===== src/sv/bta_pkg.sv =====
// Shared types, constants and arithmetic helpers of the block time averager.
// Used by the top level, the register block, the divider and the core, and by the stream interfaces' users.
`default_nettype none
package bta_pkg;

  localparam int MaxRows   = 1024;
  localparam int RowW      = $clog2(MaxRows);
  localparam int MaxWindow = 16;
  localparam int WinW      = $clog2(MaxWindow);
  localparam int HistDepth = MaxRows * MaxWindow;
  localparam int DivW      = 64;
  localparam int DivCntW   = $clog2(DivW);

  localparam logic [1:0] ModeSingle  = 2'd0;
  localparam logic [1:0] ModeRunning = 2'd1;
  localparam logic [1:0] ModeWindow  = 2'd2;

  localparam logic [2:0] RegRepeatCount  = 3'd0;
  localparam logic [2:0] RegAverageMode  = 3'd1;
  localparam logic [2:0] RegWindowLength = 3'd2;
  localparam logic [2:0] RegRowsInUse    = 3'd3;
  localparam logic [2:0] RegHoldLast     = 3'd4;

  typedef struct packed {
    logic [15:0] repeat_count;
    logic [1:0]  average_mode;
    logic [4:0]  window_length;
    logic [10:0] rows_in_use;
    logic        hold_last;
  } bta_cfg_t;

  typedef struct packed {
    logic            start;
    logic [DivW-1:0] dividend;
    logic [31:0]     divisor;
  } bta_div_req_t;

  typedef struct packed {
    logic            done;
    logic [DivW-1:0] quotient;
  } bta_div_rsp_t;

  typedef enum logic [2:0] {
    StClear, StIdle, StSum, StBlkDiv, StTotal, StWindow, StNormDiv, StEmit
  } bta_state_e;

  function automatic logic signed [63:0] sat_add64(logic signed [63:0] a,
                                                   logic signed [63:0] b);
    logic signed [64:0] s;
    s = {a[63], a} + {b[63], b};
    if (s[64] != s[63]) begin
      sat_add64 = s[64] ? {1'b1, 63'b0} : {1'b0, {63{1'b1}}};
    end else begin
      sat_add64 = s[63:0];
    end
  endfunction

  function automatic logic [63:0] abs64(logic signed [63:0] v);
    abs64 = v[63] ? (~v + 64'd1) : v;
  endfunction

  // Applies the sign to a quotient magnitude and saturates to 32 bits.
  function automatic logic [31:0] sat32_signed(logic neg, logic [63:0] mag);
    logic [63:0] n;
    n = ~mag + 64'd1;
    if (neg) begin
      sat32_signed = (mag > 64'h8000_0000) ? 32'h8000_0000 : n[31:0];
    end else begin
      sat32_signed = (mag > 64'h7FFF_FFFF) ? 32'h7FFF_FFFF : mag[31:0];
    end
  endfunction

endpackage
`default_nettype wire


===== src/sv/bta_divider.sv =====
// Restoring radix-2 divider: 64-bit unsigned dividend by 32-bit divisor.
// One quotient bit per cycle; depends on bta_pkg for the request types.
`default_nettype none
module bta_divider
  import bta_pkg::*;
(
  input  wire logic   clk_i,
  input  wire logic   rst_ni,
  input  bta_div_req_t req_i,
  output bta_div_rsp_t rsp_o
);

  logic               busy_q, done_q;
  logic [DivCntW-1:0] cnt_q;
  logic [31:0]        rem_q, dvs_q;
  logic [DivW-1:0]    quo_q;
  logic [32:0]        shifted, diff;
  logic               fits;

  assign shifted = {rem_q, quo_q[DivW-1]};
  assign diff    = shifted - {1'b0, dvs_q};
  assign fits    = shifted >= {1'b0, dvs_q};

  assign rsp_o.done     = done_q;
  assign rsp_o.quotient = quo_q;

  always_ff @(posedge clk_i or negedge rst_ni) begin
    if (!rst_ni) begin
      busy_q <= 1'b0;
      done_q <= 1'b0;
      cnt_q  <= '0;
    end else begin
      done_q <= busy_q && (cnt_q == DivCntW'(DivW - 1));
      if (req_i.start) begin
        busy_q <= 1'b1;
        cnt_q  <= '0;
      end else if (busy_q) begin
        cnt_q <= cnt_q + 1'b1;
        if (cnt_q == DivCntW'(DivW - 1)) busy_q <= 1'b0;
      end
    end
  end

  always_ff @(posedge clk_i) begin
    if (req_i.start) begin
      quo_q <= req_i.dividend;
      dvs_q <= req_i.divisor;
      rem_q <= '0;
    end else if (busy_q) begin
      rem_q <= fits ? diff[31:0] : shifted[31:0];
      quo_q <= {quo_q[DivW-2:0], fits};
    end
  end

endmodule
`default_nettype wire


===== config.mk =====
export PLATFORM = sky130hd
export DESIGN_NAME = bta_divider
export DESIGN_NICKNAME = d
export VERILOG_FILES = /design/src/sv/bta_pkg.sv /design/src/sv/bta_divider.sv
export SDC_FILE = /design/constraint.sdc
export NUM_CORES = 1
export LEC_CHECK = 0
export ABC_AREA = 1
export BUFFER_PORTS_ARGS = -buffer_cell sky130_fd_sc_hd__buf_4
export CORE_UTILIZATION = 55
export DETAILED_ROUTE_END_ITERATION = 12
export HOLD_SLACK_MARGIN = 0.02
export PLACE_DENSITY = 0.8
export SLEW_MARGIN = 40
export SYNTH_ARGS = -nofsm -noshare
export SYNTH_HDL_FRONTEND = slang
export SYNTH_SLANG_ARGS = --single-unit

===== constraint.sdc =====
create_clock -name clk_i -period 4.75 [get_ports clk_i]
set_input_delay 0.7125 -clock clk_i [delete_from_list [all_inputs] [get_ports clk_i]]
set_output_delay 0.7125 -clock clk_i [all_outputs]
set_load 0.05 [all_outputs]

After elaboration in Yosys (flattened, before gate mapping)
Index checks and enable logic that the tools add are counted.
- bits in registers: 136
- input port bits: 99
- output and inout bits: 65
- logic and storage cells: 20
- add/subtract/negate cells: 2
- magnitude comparators: 1
- equal/unequal tests: 1
- multiplexer cells: 8
- reduce and logical (&&, ||, !) cells: 2
- operators by type and width (kind ; count):
    $mux W64 ; 2
    $ge A33 B32 Y1 ; 1
    $mux W32 ; 1
    $sub A32 B32 Y32 ; 1
    $mux W6 ; 2
    $add A6 B1 Y6 const B ; 1
    $eq A6 B6 Y1 const B ; 1
    $mux W1 ; 3
    $reduce_bool A2 Y1 ; 1
    $logic_and A1 B1 Y1 ; 1

Logic depth before layout (Yosys ltp)
- depth in word-level cells: 4
- gate-level depth with buffers: 16
- mapped depth without buffers: 16

Worst setup path before layout
OpenSTA, ideal clock, no wires.
- path kind: input to register
- start: in req_i[96] (netlist bit)
- end: reg busy_q
- library setup time: 0.076 ns
- arrival time: 3.489 ns
- data required time: 4.674 ns
- path slack: 1.185 ns
- stages on the path: 6
- path buffers: 2
- cell sequence: clkbuf_1 -> nor2_1 -> inv_2 -> buf_1 -> o21ai_0 -> inv_1
- word-level cells in the longest chain between the ends: 1
- ends and longest elaborated chain (what ; RTL line ; RTL):
    start: declaration ; bta_divider.sv:9 ; input bta_div_req_t req_i,
    $mux W1 ; bta_divider.sv:34 ; if (req_i.start) begin
    end signal: assignment ; bta_divider.sv:29 ; busy_q <= 1'b0;
    end signal: assignment ; bta_divider.sv:35 ; busy_q <= 1'b1;
    end signal: assignment ; bta_divider.sv:39 ; if (cnt_q == DivCntW'(DivW - 1)) busy_q <= 1'b0;
    end: declaration ; bta_divider.sv:13 ; logic busy_q, done_q;
Every way passes these cells.
A chain may end at the register's enable or synchronous reset.

Worst setup path after layout
- start: reg dvs_q[24]
- end: reg rem_q[0]
- word-level cells in the longest chain between the ends: 2
- ends and longest elaborated chain (what ; RTL line ; RTL):
    start: declaration ; bta_divider.sv:15 ; logic [31:0] rem_q, dvs_q;
    start signal: assignment ; bta_divider.sv:47 ; dvs_q <= req_i.divisor;
    $ge A33 B32 Y1 ; bta_divider.sv:22 ; assign fits = shifted >= {1'b0, dvs_q};
    $mux W32 ; bta_divider.sv:50 ; rem_q <= fits ? diff[31:0] : shifted[31:0];
    end signal: assignment ; bta_divider.sv:50 ;
    end: declaration ; bta_divider.sv:15 ;
Every way passes these cells.

==> reports/results.txt <==
Sequential fraction of the synthesis area - 46.1%
Flop2flop setup slack - 2.21 ns
Syn nets - 1234
DP HPWL - 14800 um
# H-tree levels - 4
Final Instance Area - 10000 um^2
CTS tree - done
DR iter-0 viols - 560
Global-route wire length before repair - 33600 um
Via density - 5.13
Yosys reg bits - 136
Nets@finish - 1393
CTS Buffer Depth - 2
CP endpoint kind - flop
Die H - 123 um
Inserted Clock Buffers - 17
Max_cap viols - 0
DRC viols - 0
GR Overflow Total - 0
Drt pass-1 iters - 6
Critical Path RT - 5.04 ns
Vias - 7457
Final ANT Viol Nets - 0
Die X - 123 um
Post-Route WL - 20600 um
Final hold violations - 0
Io pins - 164
Fill cell count - 1132
RePlAce Congestion - 0.997
Worst-path fanout max - 34
Peak Freq - 394 MHz
Area post-placement - 9440 um^2
Setup TNS - 0 ns
CP startpoint - dvs_q[24]
R2R Path Start - dvs_q[24]
Slew HR - 54.4%
Min Tclk post-route - 2.54 ns
# diodes - 0
Pin count of the biggest net entering global routing - 68
Clock latency at the later pin of the worst-skew pair - 0.43 ns
Ys flop type - edfxtp_1
# Post-CTS Setup Buffers - 0
Hold Path Class - input port to async pin
Reg2Reg Depth - 11
CP endpoint - rem_q[0]
Clock-pin transition on the worst setup and hold timing paths - 0.06 ns
Hold Slack - 0.0944 ns
Hold buffer count at CTS - 0
Final setup vio count - 0
Area growth, synth to finish - 24.0%
Initial antenna violation count - 0
Clock Sinks - 136
Synthesized area - 8080 um^2
Starting Density - 57.3%
Power density cells - 538 nW/um^2
Post-CTS Resized - 0
Row cnt - 43
Worst r2r dst - rem_q[0]
Clk Tree Root Cell - clkbuf_16
Ys Warns - 0
Startpoint Class - flop
Fin Clk Skew - 0.0139 ns
Number of flops mapped to enable cells by yosys - 96
Number of global-route vias before repair - 7186
Wire per inst - 14.1 um
Post-Synthesis Cells - 1101
RSZ-0062 raised after global routing - false
CP arrival - 2.83 ns
Core Region - 14100 um^2
Total die area - 15200 um^2
Asr flop ratio synth - 5.88%
Mean Syn Cell Area - 7.34 um^2
Distinct cells, synth - 34
Tcrit/Tclk final - 53.4%
Status - completed
Final Max Tran Viols - 0
Max IR drop VDD - 0.334 mV
Layout cells sized above 1 - 17.1%
Setup CP Type - flop to flop
Least-Margin Pin Slew - 0.685 ns
Global Route Usage Sum - 29.1%
Input/output buffers - 163
LEAKAGE - 5.38 nW
[area by class of cell]
type                            instances  area, um^2  share of cell area (%)
Tap cell                              180         225                    2.25
Inverter                              172         646                    6.44
Timing Repair Buffer                  170        1280                    12.7
Sequential cell                       136        3720                    37.1
Clock buffer                           19         433                    4.32
Multi-Input combinational cell        763        3570                    35.7
Clock inverter                         13         146                    1.46
[layer usage]
layer / GRT usage [%] / wire length, um / up-vias
met1: 35.4 / 8540 / 3347
met5: 0 / 0 / -
met3: 8.21 / 1680 / 40
met4: 13.0 / 583 / 0
met2: 48.0 / 9750 / 311
li1: - / - / 3759
[flip-flops by register name, summed over array words and instances (netlist names)]
register / flops
busy_q: 1
cnt_q: 6
done_q: 1
dvs_q: 32
quo_q: 64
rem_q: 32
[cell usage in the layout (no fill, tap or decap), types with 4 or more instances in the layout]
cell and n:
dfrtp_1 8, dfxtp_1 32, inv_1 164, inv_2 7, o21ai_0 5, xnor2_1 13, clkinv_4 4, a21oi_1 24
edfxtp_1 96, nand3_1 77, nor3_1 8, o21ai_1 16, nor2_1 52, buf_4 170, nand3b_1 21, ha_1 33
o21bai_1 6, clkbuf_16 17, nand2_1 490
[through the flow]
step / setup slack [ns] / instances / utilization (%) / power, W
after floorplan: 1.18 / 1101 / - / 0.00348
after global placement: 2.08 / 1421 / 67.0 / 0.00400
after detailed placement: 2.03 / 1421 / 67.0 / 0.00404
after CTS: 2.22 / 1453 / 71.1 / 0.00538
after global routing: 1.96 / 1453 / 71.1 / 0.00578
final: 2.21 / 1453 / 71.1 / 0.00539
[Yosys cell counts (all sizes together), types with 9 or more instances]
library cell / instances / area share (%)
nand2: 495 / 23
inv: 170 / 7.9
edfxtp: 96 / 36
nand3: 78 / 4.9
nor2: 55 / 2.6
ha: 33 / 5.1
dfxtp: 32 / 7.9
a21oi: 25 / 1.7
nand3b: 21 / 2.0
o21ai: 21 / 1.3
buf: 16 / 1.1
clkbuf: 14 / 0.65
xnor2: 13 / 1.4
nor3: 9 / 0.62
[how the worst min path moves through the flow]
stage	start	to
2_1_floorplan	rst_ni	busy_q
3_3_place_gp	rem_q[19]	rem_q[19]
3_5_place_dp	rem_q[19]	rem_q[19]
4_1_cts	rst_ni	busy_q
5_1_grt	rst_ni	busy_q
6_report	rst_ni	busy_q
[logic make-up (layout without fill, tap and decap cells)]
kind of cell / Yosys count / count (layout) / share of synthesized area (%)
adder cells (fa/ha/maj): 34 / 34 / 5.36
XOR/XNOR: 14 / 14 / 1.52
flip-flops: 136 / 136 / 46.1
buffers and inverters: 202 / 374 / 9.77
AND/OR/NAND/NOR: 661 / 661 / 33.6
AO/OA/AOI/OAI: 54 / 54 / 3.73
[report_power, final]
group,total [W],leakage [nW],switching [W],internal (W)
clock network,0.00132,0.284,0.000536,0.000779
registers,0.00162,1.39,0.000133,0.00149
logic,0.00245,3.71,0.00159,0.000861
total,0.00539,5.38,0.00226,0.00313
[critical path, stage by stage (launching register included)]
cell and delay [ns]:
edfxtp_1 0.32, inv_1 0.04, ha_1 0.38, nand2_1 0.14, nor2_1 0.21, nand2_1 0.12, nor3_2 0.19, nand2_4 0.29
nand2_4 0.41, nand2_1 0.09, nand3_1 0.09, o21ai_0 0.10
Power figures use the tool's default switching activity.
