File: src/sv/bta_pkg.sv
// Shared types, constants and arithmetic helpers of the block time averager.
// Used by the top level, the register block, the divider and the core, and by the stream interfaces' users.
`default_nettype none
package bta_pkg;

  localparam int MaxRows   = 1024;
  localparam int RowW      = $clog2(MaxRows);
  localparam int MaxWindow = 16;
  localparam int WinW      = $clog2(MaxWindow);
  localparam int HistDepth = MaxRows * MaxWindow;
  localparam int DivW      = 64;
  localparam int DivCntW   = $clog2(DivW);

  localparam logic [1:0] ModeSingle  = 2'd0;
  localparam logic [1:0] ModeRunning = 2'd1;
  localparam logic [1:0] ModeWindow  = 2'd2;

  localparam logic [2:0] RegRepeatCount  = 3'd0;
  localparam logic [2:0] RegAverageMode  = 3'd1;
  localparam logic [2:0] RegWindowLength = 3'd2;
  localparam logic [2:0] RegRowsInUse    = 3'd3;
  localparam logic [2:0] RegHoldLast     = 3'd4;

  typedef struct packed {
    logic [15:0] repeat_count;
    logic [1:0]  average_mode;
    logic [4:0]  window_length;
    logic [10:0] rows_in_use;
    logic        hold_last;
  } bta_cfg_t;

  typedef struct packed {
    logic            start;
    logic [DivW-1:0] dividend;
    logic [31:0]     divisor;
  } bta_div_req_t;

  typedef struct packed {
    logic            done;
    logic [DivW-1:0] quotient;
  } bta_div_rsp_t;

  typedef enum logic [2:0] {
    StClear, StIdle, StSum, StBlkDiv, StTotal, StWindow, StNormDiv, StEmit
  } bta_state_e;

  function automatic logic signed [63:0] sat_add64(logic signed [63:0] a,
                                                   logic signed [63:0] b);
    logic signed [64:0] s;
    s = {a[63], a} + {b[63], b};
    if (s[64] != s[63]) begin
      sat_add64 = s[64] ? {1'b1, 63'b0} : {1'b0, {63{1'b1}}};
    end else begin
      sat_add64 = s[63:0];
    end
  endfunction

  function automatic logic [63:0] abs64(logic signed [63:0] v);
    abs64 = v[63] ? (~v + 64'd1) : v;
  endfunction

  // Applies the sign to a quotient magnitude and saturates to 32 bits.
  function automatic logic [31:0] sat32_signed(logic neg, logic [63:0] mag);
    logic [63:0] n;
    n = ~mag + 64'd1;
    if (neg) begin
      sat32_signed = (mag > 64'h8000_0000) ? 32'h8000_0000 : n[31:0];
    end else begin
      sat32_signed = (mag > 64'h7FFF_FFFF) ? 32'h7FFF_FFFF : mag[31:0];
    end
  endfunction

endpackage
`default_nettype wire

File: src/sv/bta_cfg_regs.sv
// APB configuration registers of the block time averager.
// Depends on bta_pkg for the register indexes and the configuration struct.
`default_nettype none
module bta_cfg_regs
  import bta_pkg::*;
(
  input  wire logic        clk_i,
  input  wire logic        rst_ni,
  input  wire logic        psel,
  input  wire logic        penable,
  input  wire logic        pwrite,
  input  wire logic [4:0]  paddr,
  input  wire logic [31:0] pwdata,
  output logic [31:0]      prdata,
  output logic             pready,
  output bta_cfg_t         cfg_o
);

  bta_cfg_t cfg_q, cfg_d;
  logic     wr_en;

  assign wr_en  = psel & penable & pwrite;
  assign pready = 1'b1;
  assign cfg_o  = cfg_q;

  always_comb begin
    cfg_d = cfg_q;
    if (wr_en) begin
      case (paddr[4:2])
        RegRepeatCount:  cfg_d.repeat_count  = pwdata[15:0];
        RegAverageMode:  cfg_d.average_mode  = pwdata[1:0];
        RegWindowLength: cfg_d.window_length = pwdata[4:0];
        RegRowsInUse:    cfg_d.rows_in_use   = pwdata[10:0];
        RegHoldLast:     cfg_d.hold_last     = pwdata[0];
        default: ;
      endcase
    end
  end

  always_comb begin
    case (paddr[4:2])
      RegRepeatCount:  prdata = {16'b0, cfg_q.repeat_count};
      RegAverageMode:  prdata = {30'b0, cfg_q.average_mode};
      RegWindowLength: prdata = {27'b0, cfg_q.window_length};
      RegRowsInUse:    prdata = {21'b0, cfg_q.rows_in_use};
      RegHoldLast:     prdata = {31'b0, cfg_q.hold_last};
      default:         prdata = 32'b0;
    endcase
  end

  always_ff @(posedge clk_i or negedge rst_ni) begin
    if (!rst_ni) begin
      cfg_q.repeat_count  <= 16'd1;
      cfg_q.average_mode  <= ModeSingle;
      cfg_q.window_length <= 5'd1;
      cfg_q.rows_in_use   <= 11'd1024;
      cfg_q.hold_last     <= 1'b0;
    end else begin
      cfg_q <= cfg_d;
    end
  end

endmodule
`default_nettype wire

File: config.mk
export PLATFORM = sky130hd
export DESIGN_NAME = bta_cfg_regs
export DESIGN_NICKNAME = d
export VERILOG_FILES = /design/src/sv/bta_pkg.sv /design/src/sv/bta_cfg_regs.sv
export SDC_FILE = /design/constraint.sdc
export NUM_CORES = 1
export LEC_CHECK = 0
export BUFFER_PORTS_ARGS = -buffer_cell sky130_fd_sc_hd__buf_2
export CAP_MARGIN = 5
export CORE_MARGIN = 1
export CORE_UTILIZATION = 40
export CTS_CLUSTER_DIAMETER = 50
export CTS_CLUSTER_SIZE = 24
export DETAILED_ROUTE_END_ITERATION = 10
export PLACE_DENSITY = 0.76
export SLEW_MARGIN = 0
export SYNTH_ARGS = -nofsm -noshare
export SYNTH_HDL_FRONTEND = slang
export SYNTH_SLANG_ARGS = --single-unit
File: constraint.sdc
create_clock -name clk_i -period 1.55 [get_ports clk_i]
set_input_delay 0.2325 -clock clk_i [delete_from_list [all_inputs] [get_ports clk_i]]
set_output_delay 0.2325 -clock clk_i [all_outputs]
set_load 0.03 [all_outputs]
-- After elaboration in Yosys (flattened, before gate mapping)
Cells that the tools add are included.
- bits in registers: 35
- output and inout port bits: 68
- logic and storage cells: 18
- equal/unequal tests: 4
- muxes and demuxes: 1
- bitwise operators: 2
- reductions and logical operators: 6
- operators with widths (cell ; number):
    case mux 16 bit (5 select lines) ; 1
    AND reduction 2 bit ; 5
    == test 3 x 2 -> 1 bit (second input constant) ; 2
    == test 3 x 1 -> 1 bit (second input constant) ; 1
    == test 3 bit (second input constant) ; 1
    zero test 3 bit ; 1
    AND 1 bit ; 2

-- Depth between registers and ports, before layout
Gate-level depths: netlist of the first run.
- word-level depth: 3
- mapped depth: 6

-- Worst setup path before layout of the first run
Ideal clock, no wire load.
- path type: input -> output
- start: input paddr[2]
- end: output prdata[10]
- arrival: 1.444 ns
- data required time: 1.317 ns
- slack: -0.126 ns
- cell stages on the path: 6
- buffers on the path: 3
- cell sequence: buf_2 > buf_2 > and2_0 > clkbuf_1 > a22oi_1 > nor2_1
- word-level cells in the longest chain between the ends: 2
- ends and longest elaborated chain (item ; RTL line ; RTL):
    start, declared ; bta_cfg_regs.sv:12 ; input wire logic [4:0] paddr,
    == test 3 bit, or another cell as far along ; bta_cfg_regs.sv:41 ; case (paddr[4:2])
    case mux 16 bit (5 select lines) * ; bta_cfg_regs.sv:41 ;
    end, declared ; bta_cfg_regs.sv:14 ; output logic [31:0] prdata,
Mark *: on every way between the ends. The rest lies on a longest branch, timed or not.

-- Worst setup path after layout of the first run
- start: register cfg_q (netlist bit cfg_o[20])
- end: output prdata[1]
- word-level cells in the longest chain between the ends: 1
- ends and longest elaborated chain (item ; RTL line ; RTL):
    start, declared ; bta_cfg_regs.sv:19 ; bta_cfg_t cfg_q, cfg_d;
    start signal, assigned ; bta_cfg_regs.sv:59 ; cfg_q <= cfg_d;
    case mux 16 bit (5 select lines) ; bta_cfg_regs.sv:41 ;
Every way passes these cells.

==> results of run 1 <==
==> power groups by stage <==
stage	clock network, uW	registers, uW	logic, uW
floorplan	0	1590	425
global placement	0	1250	1070
detailed placement	0	1250	1090
CTS	635	1230	1160
global route	674	1260	1240
finish	624	1240	1170
==> final cells by class <==
| cell class | count | area (um^2) | share of cell area, % |
|---|---|---|---|
| clock inverter | 1 | 5.00 | 0.206 |
| multi-input combinational | 98 | 853 | 35.1 |
| sequential | 35 | 880 | 36.1 |
| clock buffer | 7 | 76.3 | 3.14 |
| timing repair buffer | 92 | 557 | 22.9 |
| tap | 50 | 62.6 | 2.57 |
==> cell usage in the layout, fill, tap and decap left out, types with 2 or more instances in the layout <==
cell type and count:
a22oi_1 6, a22oi_2 3, and2_1 5, buf_12 2, buf_2 69, buf_4 17, buf_6 3, clkbuf_1 2
clkbuf_8 5, conb_1 17, dfrtp_1 32, dfstp_2 3, mux2_2 38, nand2_1 2, nor2_1 2, nor2_2 9
nor3_1 2, nor3b_2 2
==> worst max-delay path by stage <==
stage | startpoint | endpoint | slack, ns
after floorplan | paddr[2] | prdata[5] | 0.02
final | cfg_o[20] | prdata[1] | -0.1
after CTS | cfg_o[2] | prdata[1] | -0.10
after global placement | paddr[2] | prdata[1] | -0.03
after detailed placement | paddr[2] | prdata[6] | -0.05
after global routing | cfg_o[18] | prdata[1] | -0.13
==> repair_timing <==
item                                    4_1_cts  5_1_grt
pin swaps                                     0        3
endpoints found under the setup margin       11       11
gates resized for setup                      10        8
buffers inserted                              5        1
endpoints found under the hold margin        16        0
hold buffers                                  1        0
==> metal layers <==
metal | vias to the layer above | global-route usage, %
li1 | 648 | -
met1 | 673 | 22.1
met2 | 56 | 33.0
met3 | 2 | 5.92
met4 | 0 | 5.36
met5 | - | 0
==> per-stage QoR <==
stage	util [%]	setup WS, ns	total power [uW]	cells	setup TNS, ns
floorplan	-	0.0166	2020	157	0
global placement	54.2	-0.0298	2320	268	-0.0607
detailed placement	54.2	-0.0461	2340	268	-0.223
CTS	58.1	-0.100	3030	282	-0.167
global route	58.7	-0.135	3170	283	-0.399
finish	58.7	-0.0978	3030	283	-0.180
==> cells by family (layout without fill, tap and decap cells) <==
family,after synthesis,count (layout),share of synthesized area [%]
muxes,40,40,25.8
and+or+nand+nor,29,29,10.4
DFF,35,35,49.2
AOI/OAI and AO/OA,12,12,4.83
buffers and inverters,24,100,9.31
other,2,17,0.420
==> worst max-delay path, delay by kind of cell, from the launching register on <==
kind          cells  cell delay (ns)
buf+inv           1             0.16
simple gates      1             0.14
flops             1             0.39
mux               1             0.44
==> qor.yml, run 1 <==
run_status:
  status: "finished, violations left"
  violations: "setup timing"
clock_tree:
  clk_pin_slew_ns: 0.07
  cts_inserted_buffers: 5
  cts_tree: "built"
  root_buffer: "clkbuf_8"
  insertion_delay_ns: 0.28
  cts_max_level: 2
  cts.sinks: 35
  clockBufferDepth: 2
critical_path:
  crit_type: "reg -> out"
  slowest_delay_ns: 0.44
  crit_path_end_kind: "primary output"
  r2r-start: "cfg_o[4]"
  crit_arrival_ns: 1.42
  worstPathCellList: "mux4_2 > nor2b_1 > buf_4"
  cp_slowest_cell: "mux4_2"
  r2r_slack_ns: 0.65
  r2r-end: "cfg_o[4]"
  crit_path_max_fanout: 2
  reg2reg_depth: 2
  worstSetupStartpointType: "flop"
  critPathRequiredTime_ns: 1.32
flow_run:
  cap_violations: 0
logic_synthesis:
  synthFlopType: "dfrtp_1"
  syn_area_per_cell_um2: 12.6
  synth_most_common_cell: "mux2_2"
  yosys.cell_types.count: 26
  synthTopCellsByCount: "mux2_2 (39), dfrtp_1 (32), buf_4 (17)"
  synth-edff-count: 0
  synth_top_area_cell: "dfrtp_1"
  ys_async_sr_fraction_pct: 100
  syn_inst: 142
  synth_top_area_share_pct: 44.8
  synth.area.top_cells: "dfrtp_1 (45%), mux2_2 (25%), buf_4 (7.1%)"
  ys_ff_latch: 35
  yosys_warnings: 0
  netlist_area_mm2: 0.00179
  ys_seq_area_share_pct: 49.2
sta:
  fin_ws_ns: -0.0978
  setup_viol: 4
  min_period_over_period_pct: 106
  fmax_mhz: 607
  rsz0062_at_grt: "true"
  maxSlewViolCount: 0
  worst_hold_slack_ns: 0.183
  clock_skew_ns: 0
  hold_viol: 0
  min_period_ns: 1.65
placement:
  dpl_cell_area_mm2: 0.00224
  place.gp.congestion: 0.727
  io_buffers: 74
  post-dp-hpwl_um: 2990
final_layout:
  antennaDiodeCount: 0
  finalInstanceArea_mm2: 0.00243
  nNetsFinal: 274
  fillers: 358
  largest_register_ff_count: 35
  area_growth_pct: 36.1
  drive_gt1_share_pct: 68.2
grt:
  grt_pass1_vias: 1324
  grt_first_pass_wirelength_um: 6380
  grt-ovfl-total: 0
  grt_usage_pct: 18.9
  antenna_found_initial: 0
  grt_max_degree: 19
pwr:
  peakVddDrop_v: 0.000677
  pwr-share-comb_pct: 38.7
  pwr-share-seq_pct: 40.8
  switchingPower_uw: 1180
  clock_power_share_pct: 20.6
  swShare_pct: 38.8
  intPower_uw: 1860
  p_leak_uw: 0.00125
  power_density_mw_per_mm2: 1250
hold_path:
  hold_path_class: "in -> reg"
  min_to: "cfg_o[34]"
  hold_start: "pwdata[15]"
  min_path_cells: 2
route:
  m1WireLength_um: 1730
  drtIter0Drc: 53
  dr_total_vias: 1379
  wl_met2_um: 2100
  vias_per_cell: 4.87
  wirelength_um: 4110
  ant_nets: 0
  met3WireLength_um: 266
  drcViolationCount: 0
  topRoutingLayerUsed: "met4"
  drt_pre_antenna_iters: 4
  avgRoutedWirePerCell_um: 14.5
die:
  rows: 23
  dieArea_mm2: 0.00474
  fp.dieH_um: 68.9
  core-area_mm2: 0.00414
  start_util_pct: 43.1
  ios: 110
  chipWidth_um: 68.9
(Power assumes the default switching activity.)
==> run 2, diff against run 1 <==
--- a/config.mk
+++ b/config.mk
@@ -12,7 +12,7 @@
 export CTS_CLUSTER_DIAMETER = 50
 export CTS_CLUSTER_SIZE = 24
 export DETAILED_ROUTE_END_ITERATION = 10
-export PLACE_DENSITY = 0.76
+export PLACE_DENSITY = 0.86
 export SLEW_MARGIN = 0
 export SYNTH_ARGS = -nofsm -noshare
 export SYNTH_HDL_FRONTEND = slang
==> qor.yml, run 2 (synthesis results as in run 1) <==
run_status:
  status: "finished, violations left"
  violations: "setup timing"
clock_tree:
  clockBufferDepth: 2  # unchanged
  cts_max_level: 2  # unchanged
  cts.sinks: 35  # unchanged
  cts_tree: "built"
  insertion_delay_ns: 0.29  # about the same
  root_buffer: "clkbuf_8"
  cts_inserted_buffers: 5  # unchanged
  clk_pin_slew_ns: 0.07  # about the same
die:
  core-area_mm2: 0.00414  # unchanged
  start_util_pct: 43.1  # unchanged
  chipWidth_um: 68.9  # unchanged
  ios: 110  # unchanged
  fp.dieH_um: 68.9  # unchanged
  rows: 23  # unchanged
  dieArea_mm2: 0.00474  # unchanged
pwr:
  peakVddDrop_v: 0.00106  # +57%
  p_leak_uw: 0.00132  # +5.1%
  power_density_mw_per_mm2: 1300  # +4.1%
  total_power_uw: 3290  # +8.6%
grt:
  grt_first_pass_wirelength_um: 6500  # +1.8%
  grt_max_degree: 20  # +1
  grt_util_met2_pct: 33.5  # +0.49 points
  use_met3_pct: 6.91  # +0.99 points
  grt-ovfl-total: 0  # unchanged
  antenna_found_initial: 0  # unchanged
  grt_usage_pct: 19.5  # +0.64 points
  met1_usage_pct: 22.9  # +0.85 points
  grt_pass1_vias: 1332  # +0.60%
  busiest_layer: "met2"
route:
  vias_per_cell: 4.88  # +0.13%
  avgRoutedWirePerCell_um: 14.6  # +0.94%
  wirelength_um: 4250  # +3.4%
  drtIter0Drc: 22  # -58%
  ant_nets: 0  # unchanged
  drcViolationCount: 0  # unchanged
  dr_total_vias: 1415  # +2.6%
  drt_pre_antenna_iters: 4  # unchanged
final_layout:
  nNetsFinal: 281  # +2.6%
  area_growth_pct: 42.0
  mostFrequentLayoutCells: "buf_2 (69), mux2_2 (36), dfrtp_1 (32)"
  mostFrequentLayoutCell: "buf_2"
  finalInstanceArea_mm2: 0.00254  # +4.3%
  largest_register_ff_count: 35  # unchanged
  drive_gt1_share_pct: 70.0  # +1.8 points
  antennaDiodeCount: 0  # unchanged
  fin_util_pct: 61.3  # +2.5 points
sta:
  clock_skew_ns: 0  # unchanged
  rsz0062_at_grt: "true"
  fin_tns_setup_ns: -0.115  # +0.0652 ns
  hold_viol: 0  # unchanged
  fin_ws_ns: -0.0825  # +0.0153 ns
  min_period_over_period_pct: 105  # -0.99 points
  min_period_ns: 1.63  # -0.0153 ns
  maxSlewViolCount: 0  # unchanged
  setup_viol: 3  # -1
  fmax_mhz: 613  # +0.94%
flow_run:
  cap_violations: 0  # unchanged
placement:
  post-dp-hpwl_um: 3070  # +2.4%
  io_buffers: 74  # unchanged
  place.gp.congestion: 0.737  # +1.5%
  dpl_cell_area_mm2: 0.00225  # +0.45%
critical_path:
  crit_type: "reg -> out"
  crit_path_end_kind: "primary output"
  crit_path_max_fanout: 2  # unchanged
  crit_arrival_ns: 1.40  # -0.02 ns
  worstSetupStartpointType: "flop"
  critPathRequiredTime_ns: 1.32  # about the same
hold_path:
  hold_path_class: "in -> reg"
-- run 2: final cells by class --
cell class                      count  area (um^2)
Clock buffer                        6         82.6
Sequential cell                    35          880
Tap cell                           50         62.6
Multi-Input combinational cell     98          878
Clock inverter                      2         35.0
Fill cell                         356         1610
Timing Repair Buffer               99          601
-- run 2: metal layers --
metal | wire, um | vias to the layer above | share of wire, %
li1 | - | 654 | -
met1 | 1680 | 692 | 40
met2 | 2250 | 65 | 53
met3 | 302 | 4 | 7.1
met4 | 14 | 0 | 0.33
met5 | 0 | - | 0
-- run 2: worst paths after layout --
path                            startpoint        end  slack [ns]  depth (start not counted)
min in group asynchronous           rst_ni  cfg_o[20]        0.42                          2
worst min-delay path            pwdata[11]  cfg_o[30]        0.18                          2
worst max register to register   cfg_o[14]  cfg_o[14]        0.67                          2
worst max-delay path              cfg_o[2]  prdata[1]       -0.08                          3
max in group asynchronous           rst_ni  cfg_o[12]        0.61                          3
worst min register to register   cfg_o[32]  cfg_o[32]        0.53                          1
-- run 2: worst max-delay path: stages, from the launching register on --
cell and delay [ns]:
dfrtp_1 0.38, mux4_2 0.46, nor2b_4 0.14, buf_6 0.13
-- run 2: stage by stage --
step | hold slack, ns | worst slack, ns | std cells
3_3_place_gp | 0.181 | -0.0162 | 271
2_1_floorplan | -0.0631 | 0.0166 | 157
3_5_place_dp | 0.191 | -0.0121 | 271
6_report | 0.177 | -0.0825 | 290
5_1_grt | 0.169 | -0.134 | 290
4_1_cts | 0.171 | -0.102 | 290
-- run 2: power by group --
| part | internal, uW | total (uW) | switching [uW] |
|---|---|---|---|
| logic | 476 | 1230 | 752 |
| registers | 1100 | 1220 | 117 |
| clock network | 520 | 843 | 323 |
| total | 2100 | 3290 | 1190 |
-- run 2: timing repair --
item	CTS	global route
resized for setup	13	7
endpoints found under the setup margin	6	5
endpoints found under the hold margin	15	0
pin swaps	2	4
buffers inserted	10	0
hold buffers	1	0
